[config.mk]
export PLATFORM = sky130hd
export DESIGN_NAME = stx_etx_frame_encoder_crc16
export DESIGN_NICKNAME = d
export VERILOG_FILES = /design/src/rtl/sefe_pkg.sv /design/src/rtl/sefe_front.sv /design/src/rtl/sefe_queue.sv /design/src/rtl/sefe_back.sv /design/src/rtl/stx_etx_frame_encoder_crc16.sv
export SDC_FILE = /design/constraint.sdc
export NUM_CORES = 1
export LEC_CHECK = 0
export BUFFER_PORTS_ARGS = -buffer_cell sky130_fd_sc_hd__clkbuf_2
export CAP_MARGIN = 20
export CORE_MARGIN = 1.5
export CORE_UTILIZATION = 46
export CTS_CLUSTER_SIZE = 40
export DETAILED_ROUTE_END_ITERATION = 10
export SYNTH_ARGS = -nofsm -noshare
export SYNTH_HDL_FRONTEND = slang
export SYNTH_SLANG_ARGS = --single-unit
[constraint.sdc]
create_clock -name clk -period 4.8 [get_ports clk]
set_clock_uncertainty 0.2 [all_clocks]
set_input_delay 0.96 -clock clk [delete_from_list [all_inputs] [get_ports clk]]
set_output_delay 0.96 -clock clk [all_outputs]
set_load 0.005 [all_outputs]
[src/rtl/sefe_pkg.sv]
// shared types and framing codes for the stx/etx frame encoder
package sefe_pkg;

  localparam logic [7:0]  CODE_DLE   = 8'h10;
  localparam logic [7:0]  CODE_STX   = 8'h02;
  localparam logic [7:0]  CODE_ETX   = 8'h03;
  localparam logic [15:0] CRC_PRESET = 16'hFFFF;
  localparam logic [15:0] CRC_POLY   = 16'hA001;

  // one classified payload word as handed from front to back
  typedef struct packed {
    logic [7:0]  data;
    logic        first;
    logic        last;
    logic [15:0] crc;
  } sefe_entry_t;

  typedef struct packed {
    logic full;
    logic empty;
  } sefe_qstat_t;

  function automatic logic is_ctrl(input logic [7:0] b);
    is_ctrl = (b == CODE_DLE) || (b == CODE_STX) || (b == CODE_ETX);
  endfunction

endpackage

[src/rtl/sefe_front.sv]
// front end: accepts payload words, tracks frame state and folds the crc
module sefe_front import sefe_pkg::*; (
  input  logic        clk,
  input  logic        rst_n,
  input  logic        in_valid,
  output logic        in_ready,
  input  logic [7:0]  in_data_byte,
  input  logic        in_last_byte,
  input  sefe_qstat_t q_stat,
  output logic        push,
  output sefe_entry_t push_entry
);

  logic [15:0] crc_r, crc_nxt;
  logic        frame_open_r, frame_open_nxt;
  logic [15:0] crc_seed;

  function automatic logic [15:0] crc_fold(input logic [15:0] acc, input logic [7:0] b);
    logic [15:0] a;
    a = acc ^ {8'h00, b};
    for (int k = 0; k < 8; k++) begin
      if (a[0]) begin
        a = (a >> 1) ^ CRC_POLY;
      end else begin
        a = a >> 1;
      end
    end
    crc_fold = a;
  endfunction

  always_comb begin
    in_ready             = !q_stat.full;
    push                 = in_valid && in_ready;
    crc_seed             = frame_open_r ? crc_r : CRC_PRESET;
    crc_nxt              = crc_fold(crc_seed, in_data_byte);
    frame_open_nxt       = !in_last_byte;
    push_entry.data      = in_data_byte;
    push_entry.first     = !frame_open_r;
    push_entry.last      = in_last_byte;
    push_entry.crc       = crc_nxt;
  end

  always_ff @(posedge clk) begin
    if (!rst_n) begin
      crc_r        <= CRC_PRESET;
      frame_open_r <= 1'b0;
    end else if (push) begin
      crc_r        <= crc_nxt;
      frame_open_r <= frame_open_nxt;
    end
  end

endmodule

[src/rtl/sefe_queue.sv]
// short register queue between front and back
module sefe_queue import sefe_pkg::*; #(
  parameter int DEPTH = 4
) (
  input  logic        clk,
  input  logic        rst_n,
  input  logic        push,
  input  sefe_entry_t push_entry,
  input  logic        pop,
  output sefe_entry_t head,
  output sefe_qstat_t q_stat
);

  localparam int IW = (DEPTH > 1) ? $clog2(DEPTH) : 1;
  localparam int CW = $clog2(DEPTH + 1);

  sefe_entry_t   mem_r [DEPTH];
  logic [IW-1:0] wr_ptr_r, rd_ptr_r;
  logic [CW-1:0] count_r;
  logic          do_push, do_pop;

  always_comb begin
    q_stat.full  = (count_r == CW'(DEPTH));
    q_stat.empty = (count_r == '0);
    do_push      = push && !q_stat.full;
    do_pop       = pop && !q_stat.empty;
    head         = mem_r[rd_ptr_r];
  end

  always_ff @(posedge clk) begin
    if (do_push) begin
      mem_r[wr_ptr_r] <= push_entry;
    end
  end

  always_ff @(posedge clk) begin
    if (!rst_n) begin
      wr_ptr_r <= '0;
      rd_ptr_r <= '0;
      count_r  <= '0;
    end else begin
      if (do_push) begin
        wr_ptr_r <= (wr_ptr_r == IW'(DEPTH - 1)) ? '0 : wr_ptr_r + 1'b1;
      end
      if (do_pop) begin
        rd_ptr_r <= (rd_ptr_r == IW'(DEPTH - 1)) ? '0 : rd_ptr_r + 1'b1;
      end
      if (do_push && !do_pop) begin
        count_r <= count_r + 1'b1;
      end else if (do_pop && !do_push) begin
        count_r <= count_r - 1'b1;
      end
    end
  end

endmodule

[src/rtl/sefe_back.sv]
// back end: walks each queued entry and emits framed words through an output register
module sefe_back import sefe_pkg::*; (
  input  logic        clk,
  input  logic        rst_n,
  input  sefe_entry_t head,
  input  sefe_qstat_t q_stat,
  output logic        pop,
  output logic        out_valid,
  input  logic        out_ready,
  output logic [7:0]  out_byte,
  output logic        out_end_of_run,
  output logic        out_frame_end
);

  typedef enum logic [3:0] {
    P_START, P_STX, P_DATA, P_DLE_HI, P_HI, P_DLE_LO, P_LO, P_ETX, P_DONE
  } pos_t;

  pos_t       pos_r, cur_pos, nxt_pos;
  logic       out_valid_r;
  logic [7:0] out_byte_r;
  logic       out_end_of_run_r, out_frame_end_r;
  logic       load;
  logic [7:0] cur_byte;

  always_comb begin
    cur_pos = (pos_r == P_START) ? (head.first ? P_STX : P_DATA) : pos_r;
    nxt_pos  = P_DONE;
    cur_byte = head.data;
    unique case (cur_pos)
      P_STX: begin
        cur_byte = CODE_STX;
        nxt_pos  = P_DATA;
      end
      P_DATA: begin
        cur_byte = head.data;
        if (head.last) begin
          nxt_pos = is_ctrl(head.crc[15:8]) ? P_DLE_HI : P_HI;
        end else begin
          nxt_pos = P_DONE;
        end
      end
      P_DLE_HI: begin
        cur_byte = CODE_DLE;
        nxt_pos  = P_HI;
      end
      P_HI: begin
        cur_byte = head.crc[15:8];
        nxt_pos  = is_ctrl(head.crc[7:0]) ? P_DLE_LO : P_LO;
      end
      P_DLE_LO: begin
        cur_byte = CODE_DLE;
        nxt_pos  = P_LO;
      end
      P_LO: begin
        cur_byte = head.crc[7:0];
        nxt_pos  = P_ETX;
      end
      P_ETX: begin
        cur_byte = CODE_ETX;
        nxt_pos  = P_DONE;
      end
      default: begin
        cur_byte = head.data;
        nxt_pos  = P_DONE;
      end
    endcase
    load = !out_valid_r || out_ready;
    pop  = load && !q_stat.empty && (nxt_pos == P_DONE);
  end

  always_ff @(posedge clk) begin
    if (!rst_n) begin
      pos_r       <= P_START;
      out_valid_r <= 1'b0;
    end else if (load) begin
      out_valid_r <= !q_stat.empty;
      if (!q_stat.empty) begin
        out_byte_r       <= cur_byte;
        out_end_of_run_r <= (nxt_pos == P_DONE);
        out_frame_end_r  <= (cur_pos == P_ETX);
        pos_r            <= (nxt_pos == P_DONE) ? P_START : nxt_pos;
      end
    end
  end

  assign out_valid      = out_valid_r;
  assign out_byte       = out_byte_r;
  assign out_end_of_run = out_end_of_run_r;
  assign out_frame_end  = out_frame_end_r;

endmodule

[src/rtl/stx_etx_frame_encoder_crc16.sv]
// stx/etx frame encoder with crc-16 (0xa001, preset 0xffff), top level
// path: each accepted item enters a queue entry, then the back's output register
// throughput: one output word per cycle while out_ready is high and entries wait,
//   from the back sequencer's output register; a mid-message byte gives one word,
//   a first byte two, a last four to six, one more if it also opens the message
// input accepts one word per cycle while the QUEUE_DEPTH-entry queue has room
// reset: synchronous active-low rst_n closes any open frame and empties the queue
module stx_etx_frame_encoder_crc16 import sefe_pkg::*; #(
  parameter int QUEUE_DEPTH = 4
) (
  input  logic       clk,
  input  logic       rst_n,
  input  logic       in_valid,
  output logic       in_ready,
  input  logic [7:0] in_data_byte,
  input  logic       in_last_byte,
  output logic       out_valid,
  input  logic       out_ready,
  output logic [7:0] out_byte,
  output logic       out_end_of_run,
  output logic       out_frame_end
);

  sefe_qstat_t q_stat;
  sefe_entry_t push_entry, head;
  logic        push, pop;

  sefe_front u_front (
    .clk          (clk),
    .rst_n        (rst_n),
    .in_valid     (in_valid),
    .in_ready     (in_ready),
    .in_data_byte (in_data_byte),
    .in_last_byte (in_last_byte),
    .q_stat       (q_stat),
    .push         (push),
    .push_entry   (push_entry)
  );

  sefe_queue #(
    .DEPTH (QUEUE_DEPTH)
  ) u_queue (
    .clk        (clk),
    .rst_n      (rst_n),
    .push       (push),
    .push_entry (push_entry),
    .pop        (pop),
    .head       (head),
    .q_stat     (q_stat)
  );

  sefe_back u_back (
    .clk            (clk),
    .rst_n          (rst_n),
    .head           (head),
    .q_stat         (q_stat),
    .pop            (pop),
    .out_valid      (out_valid),
    .out_ready      (out_ready),
    .out_byte       (out_byte),
    .out_end_of_run (out_end_of_run),
    .out_frame_end  (out_frame_end)
  );

endmodule

# --- Yosys cells after proc, flatten, opt, wreduce, memory -nomap -nowiden ---
# Memories as Yosys holds them, arrays and structs flattened. A register that Yosys moved wholly into a read port is not among the register bits.
# Cells that the tools add are included.
totals:
  word_cells: 92
  inputBits: 13
  n_memories: 1
  mem_bits_rw: 104
  register_bits: 39
  out_inout_bits: 12
classes:
  reduce_logical: 25
  bitwise_logic: 10
  add_sub_neg: 4
  eq_ne: 17
  n_mux: 25
mem_list:
  columns: ["memory", "depth", "word_bits", "read_ports", "rd_clocked_by_memory_dff", "write_ports", "line", "rtl"]
  rows:
  - ["u_queue.mem_r", 4, 26, 1, 1, 1, "sefe_queue.sv:17", "sefe_entry_t mem_r [DEPTH];"]
ops:
  columns: ["cell", "n"]
  rows:
  - ["2-to-1 mux 16 bit", 9]
  - ["case mux 8 bit (5 select lines)", 1]
  - ["== test 8 x 2 -> 1 bit, second input constant", 4]
  - ["NOT 2 -> 3 bit", 8]
  - ["case mux 4 bit (6 select lines)", 1]
  - ["== test 4 x 3 -> 1 bit, second input constant", 4]
  - ["== test 8 x 5 -> 1 bit, second input constant", 2]
  - ["XOR 16 x 8 -> 16 bit", 1]
  - ["2-to-1 mux 2 bit", 6]
  - ["2-to-1 mux 4 bit", 3]
  - ["2-to-1 mux 3 bit", 3]
  - ["== test 4 x 2 -> 1 bit, second input constant", 2]
  - ["logical AND 1 bit", 7]
  - ["zero test 1 bit", 7]
  - ["logical OR 1 bit", 5]
  - ["adder 2 x 1 -> 2 bit, second input constant", 2]
  - ["== test 2 bit, second input constant", 2]
  - ["== test 4 x 1 -> 1 bit, second input constant", 1]
  - ["== test 4 bit, second input constant", 1]
  - ["zero test 4 bit", 1]
  - ["adder 3 x 1 -> 3 bit, second input constant", 1]
  - ["== test 3 bit, second input constant", 1]
  - ["zero test 3 bit", 1]
  - ["AND reduction 3 bit", 1]
  - ["other kinds (6)", 7]

# --- Depth between registers and ports, before layout ---
depth:
  ltp_word: 18
  mapped_depth: 13

# --- By module ---
# From an unflattened synthesis, not the netlist that was laid out.
hier_totals:
  cells_unflattened: 410
  hier_area_um2: 6272.3
by_module_without_submodules:
  columns: ["module", "seq_area_each_um2", "cells_each", "n_inst", "area_per_inst_um2"]
  rows:
  - ["sefe_queue", 3303.2, 187, 1, 4277.9]
  - ["sefe_front", 340.3, 132, 1, 1104.8]
  - ["sefe_back", 400.4, 91, 1, 889.6]

# --- Least setup slack after synthesis ---
# OpenSTA, ideal clock, no wires.
synth_timing:
  path_type: "reg2reg"
  start: "reg (tool-made name)"
  end: "reg u_queue.count_r[2]"
  setup_slack_ns: 1.606
  period_less_slack_ns: 3.194
  t_arrival_ns: 2.923
  path_stages_with_launch: 14
  required_ns: 4.529
  path_cell_list: "dfxtp_1 -> buf_2 -> clkbuf_1 -> clkbuf_1 -> mux4_2 -> o31ai_1 -> and2_1 -> inv_1 -> ha_1 -> inv_1 -> fa_1 -> xor2_1 -> or3_1 -> a21oi_1"
synth_rtl:
  columns: ["item", "line", "rtl"]
  rows:
  - ["end signal, assigned", "sefe_queue.sv:49", "count_r <= count_r + 1'b1;"]
  - ["end signal, assigned", "sefe_queue.sv:51", "count_r <= count_r - 1'b1;"]
  - ["end, declared", "sefe_queue.sv:19", "logic [CW-1:0] count_r;"]

==> summary.txt <==
Placed design
  – GP Congestion: 0.786
  – Placed inst area: ~0.0064 mm²
  – Count of input and output buffers: 24
  – Post-DP HPWL: about 7800 µm
  – Placed insts: 588

Logic synthesis
  – Synth Register Bits: between 100 and 150
  – Post-Syn Instances: 406
  – Ys flop type: edfxtp_1
  – Cell with the most instances after synthesis: edfxtp_1
  – Synth unique cells: 44
  – Commonest cells in the netlist: edfxtp_1, nand2_1, dfxtp_1
  – Synth warn: 0
  – Syn Area/Cell: 15.1 µm²
  – Ranking of synthesized cells by area: edfxtp_1, dfxtp_1, mux4_2, xnor2_1, mux4_1
  – Post-synth top area share: 56.0%
  – Number of synthesized flops with an enable pin: 114
  – Sequential area share after synthesis: 66.2%
  – Largest area contributor in the netlist: edfxtp_1
  – Net count after synthesis: 426
  – Cell Area, Synth: 0.00611 mm²
  – Post-synth ARST share: 0%

Power
  – Pwr Density: 572 mW/mm²
  – Psw: between 1 and 1.5 mW
  – VDD IR max: 0.340 mV
  – Static Leak: about 2.4 nW
  – Seq pwr share: 43.5%
  – Comb pwr share: 23.7%
  – Pint: 2.84 mW
  – Switching share of power: 28.8%
  – Clock power share: 32.9%
  – Total chip power: 3.99 mW

Timing
  – Min Clock Period, post-route: 3.16 ns
  – Worst-Margin Slew: 0.840 ns
  – Finish-stage setup viols: 0
  – Slew margin rel.: 43.8%
  – Final hold vios: 0
  – Slew Limit Fails: 0
  – FMAX: 316 MHz
  – Setup TNS: 0 ns
  – WHS: 0.264 ns
  – Final cycle utilization of the critical path: 65.9%
  – Unrepaired setup endpoints after global routing: no

Hold path
  – Hold Path Origin: u_front.crc_r[9]$_SDFFE_PN1P_
  – Min-Delay Path Class: reg2reg

Status
  – Status: completed

Clock network
  – Root Buffer: clkbuf_16
  – Post-CTS resize count: 0
  – Worst-path clk slew: approximately 0.06 ns
  – CTS sink cnt: 145
  – Clock Latency Late Sink: 0.42 ns
  – Max Root-Sink Buffers: 2
  – Post-CTS setup buffer count: 0
  – CTS tree: built
  – TritonCTS buffer count: 17
  – # hold bufs at CTS: 0
  – Number of H-tree levels: 4

Routing
  – Number of DRC markers in iteration 0: approximately 380
  – Vias: 3415
  – Wire per inst: 20.0 µm
  – Antenna Violating Nets Remaining: 0
  – DRC viols: 0
  – Vias per cell: 5.51
  – Drt total wl: 12400 µm
  – Drt first pass iters: 5

Setup path
  – CP Depth: 6
  – Worst R2R Path Depth: 6
  – CP max stage delay: between 0.6 and 0.7 ns
  – Crit Path Max Fanout: 24
  – Critical Path Source Type: flop
  – Slack of the worst reg-to-reg path: 1.64 ns
  – Slowest CP cell: mux4_2
  – Critical path required time: 4.88 ns
  – CP delay by family, top: simple AND/OR/NAND/NOR gates
  – Crit-path cells: buf_4, mux4_2, or4_1, or3_1, a211oi_1, a211oi_2
  – Worst setup path end: u_back.pos_r[1]$_SDFFE_PN0P_
  – Crit path buf inv count: 1
  – Crit Reg-Reg Endpoint: u_back.pos_r[1]$_SDFFE_PN0P_
  – Worst setup EP type: flop
  – Critical path class: reg2reg
  – CP Data Arrival Time: 3.24 ns

Die
  – Die width: 118 µm
  – Num ports: 25
  – Row cnt: 41
  – Starting Density: 47.8%
  – Core region area: 0.0128 mm²
  – Die height: 118 µm
  – Die ar.: 0.0140 mm²

Global routing
  – Largest net degree at the start of global routing: 27
  – Grt ovf: 0
  – Global Route Usage Sum: 19.3%
  – Number of global-route vias before repair: 3473
  – First-pass GRT wire length: slightly below 20000 µm
  – Initial antenna violation count: 0

Final layout
  – # fillers: 1012
  – Area Overhead vs Synth: 14.2%
  – Ant diodes: 0
  – Fin area: between 0.006 and 0.007 mm²
  – Nets: between 400 and 500
  – FF/Latch Area: 0.00405 mm²
  – Finished Layout Cells: 620
  – Share of cells above drive strength 1: 18.8%
  – Multi-input gate area: roughly 0.0019 mm²

Flow run
  – Max-cap viol count: 0
==> layer usage <==
layer  vias to the layer above  global-route usage [%]  wire [µm]
li1                       1591                       -          -
met1                      1713                    26.6       5840
met2                        91                    29.8       5820
met3                        20                    4.78        508
met4                         0                    7.16        231
met5                         -                       0          0
==> worst min path at each step <==
stage | endpoint | cells after the start
after detailed placement | u_front.crc_r[8]$_SDFFE_PN1P_ | 2
after global placement | u_front.crc_r[10]$_SDFFE_PN1P_ | 2
after floorplan | u_front.crc_r[10]$_SDFFE_PN1P_ | 2
final | u_front.crc_r[9]$_SDFFE_PN1P_ | 2
after CTS | u_front.crc_r[8]$_SDFFE_PN1P_ | 2
after global routing | u_front.crc_r[9]$_SDFFE_PN1P_ | 2
==> flip-flops by register name, summed over array words and instances (netlist names), named ones only <==
register               count
u_back.out_valid           1
u_queue.rd_ptr_r           2
u_queue.wr_ptr_r           2
u_back.pos_r               4
u_back.out_frame_end       1
u_front.crc_r             16
u_queue.count_r            3
u_back.out_end_of_run      1
u_back.out_byte            8
u_front.frame_open_r       1
u_queue.mem_r            104
==> through the flow <==
stage                     setup WS [ns]  util, %
after floorplan                    1.61        -
after global placement             1.52     50.0
after detailed placement           1.48     50.0
after CTS                          1.60     54.6
after global routing               1.47     54.6
final                              1.64     54.6
==> placed cells by master, fill, tap and decap left out, drive strengths merged, types with 3 or more instances in the layout <==
cell    instances
xor2           10
nand2b          7
xnor2          21
o22ai           4
o21ai          10
or4             3
and3            5
inv            21
nor3            4
a31oi           4
mux4           26
a21oi          10
or3             4
buf             3
clkinv          9
clkbuf         43
a211oi          5
nand2          39
nand3          14
nor2           24
edfxtp        114
ha              6
bufinv          3
mux2i           4
a22oi           6
dfxtp          31
==> final cells by class <==
cell class,count,share of cell area [%]
clock buffers,19,6.35
clock inverters,13,2.06
repair buffers,27,2.04
flip-flops and latches,145,58.0
inverters,22,1.18
well taps,172,3.08
multi-input cells,222,27.3
==> worst reg2reg max path: stages, from the launching register on <==
cell and delay [ns]:
dfxtp_2 0.37, buf_4 0.44, mux4_2 0.63, or4_1 0.58, or3_1 0.42, a211oi_1 0.31
a211oi_2 0.08
==> power groups by stage <==
stage	registers, mW	logic, mW	clock network [mW]
6_report	1.73	0.943	1.31
5_1_grt	1.76	1.06	1.38
4_1_cts	1.73	0.955	1.32
3_5_place_dp	1.76	0.948	0
3_3_place_gp	1.75	0.934	0
2_1_floorplan	1.71	0.733	0
==> cells by family after synthesis <==
group	Yosys count	share of synthesized area [%]
XOR/XNOR	35	6.08
buffers and inverters	39	2.74
flip-flops	145	66.2
multiplexers	30	10.6
adder cells (fa/ha/maj)	7	1.56
AND/OR/NAND/NOR	105	7.96
AO/OA/AOI/OAI	45	4.87
Note: power is estimated with default switching activity, not from simulation.
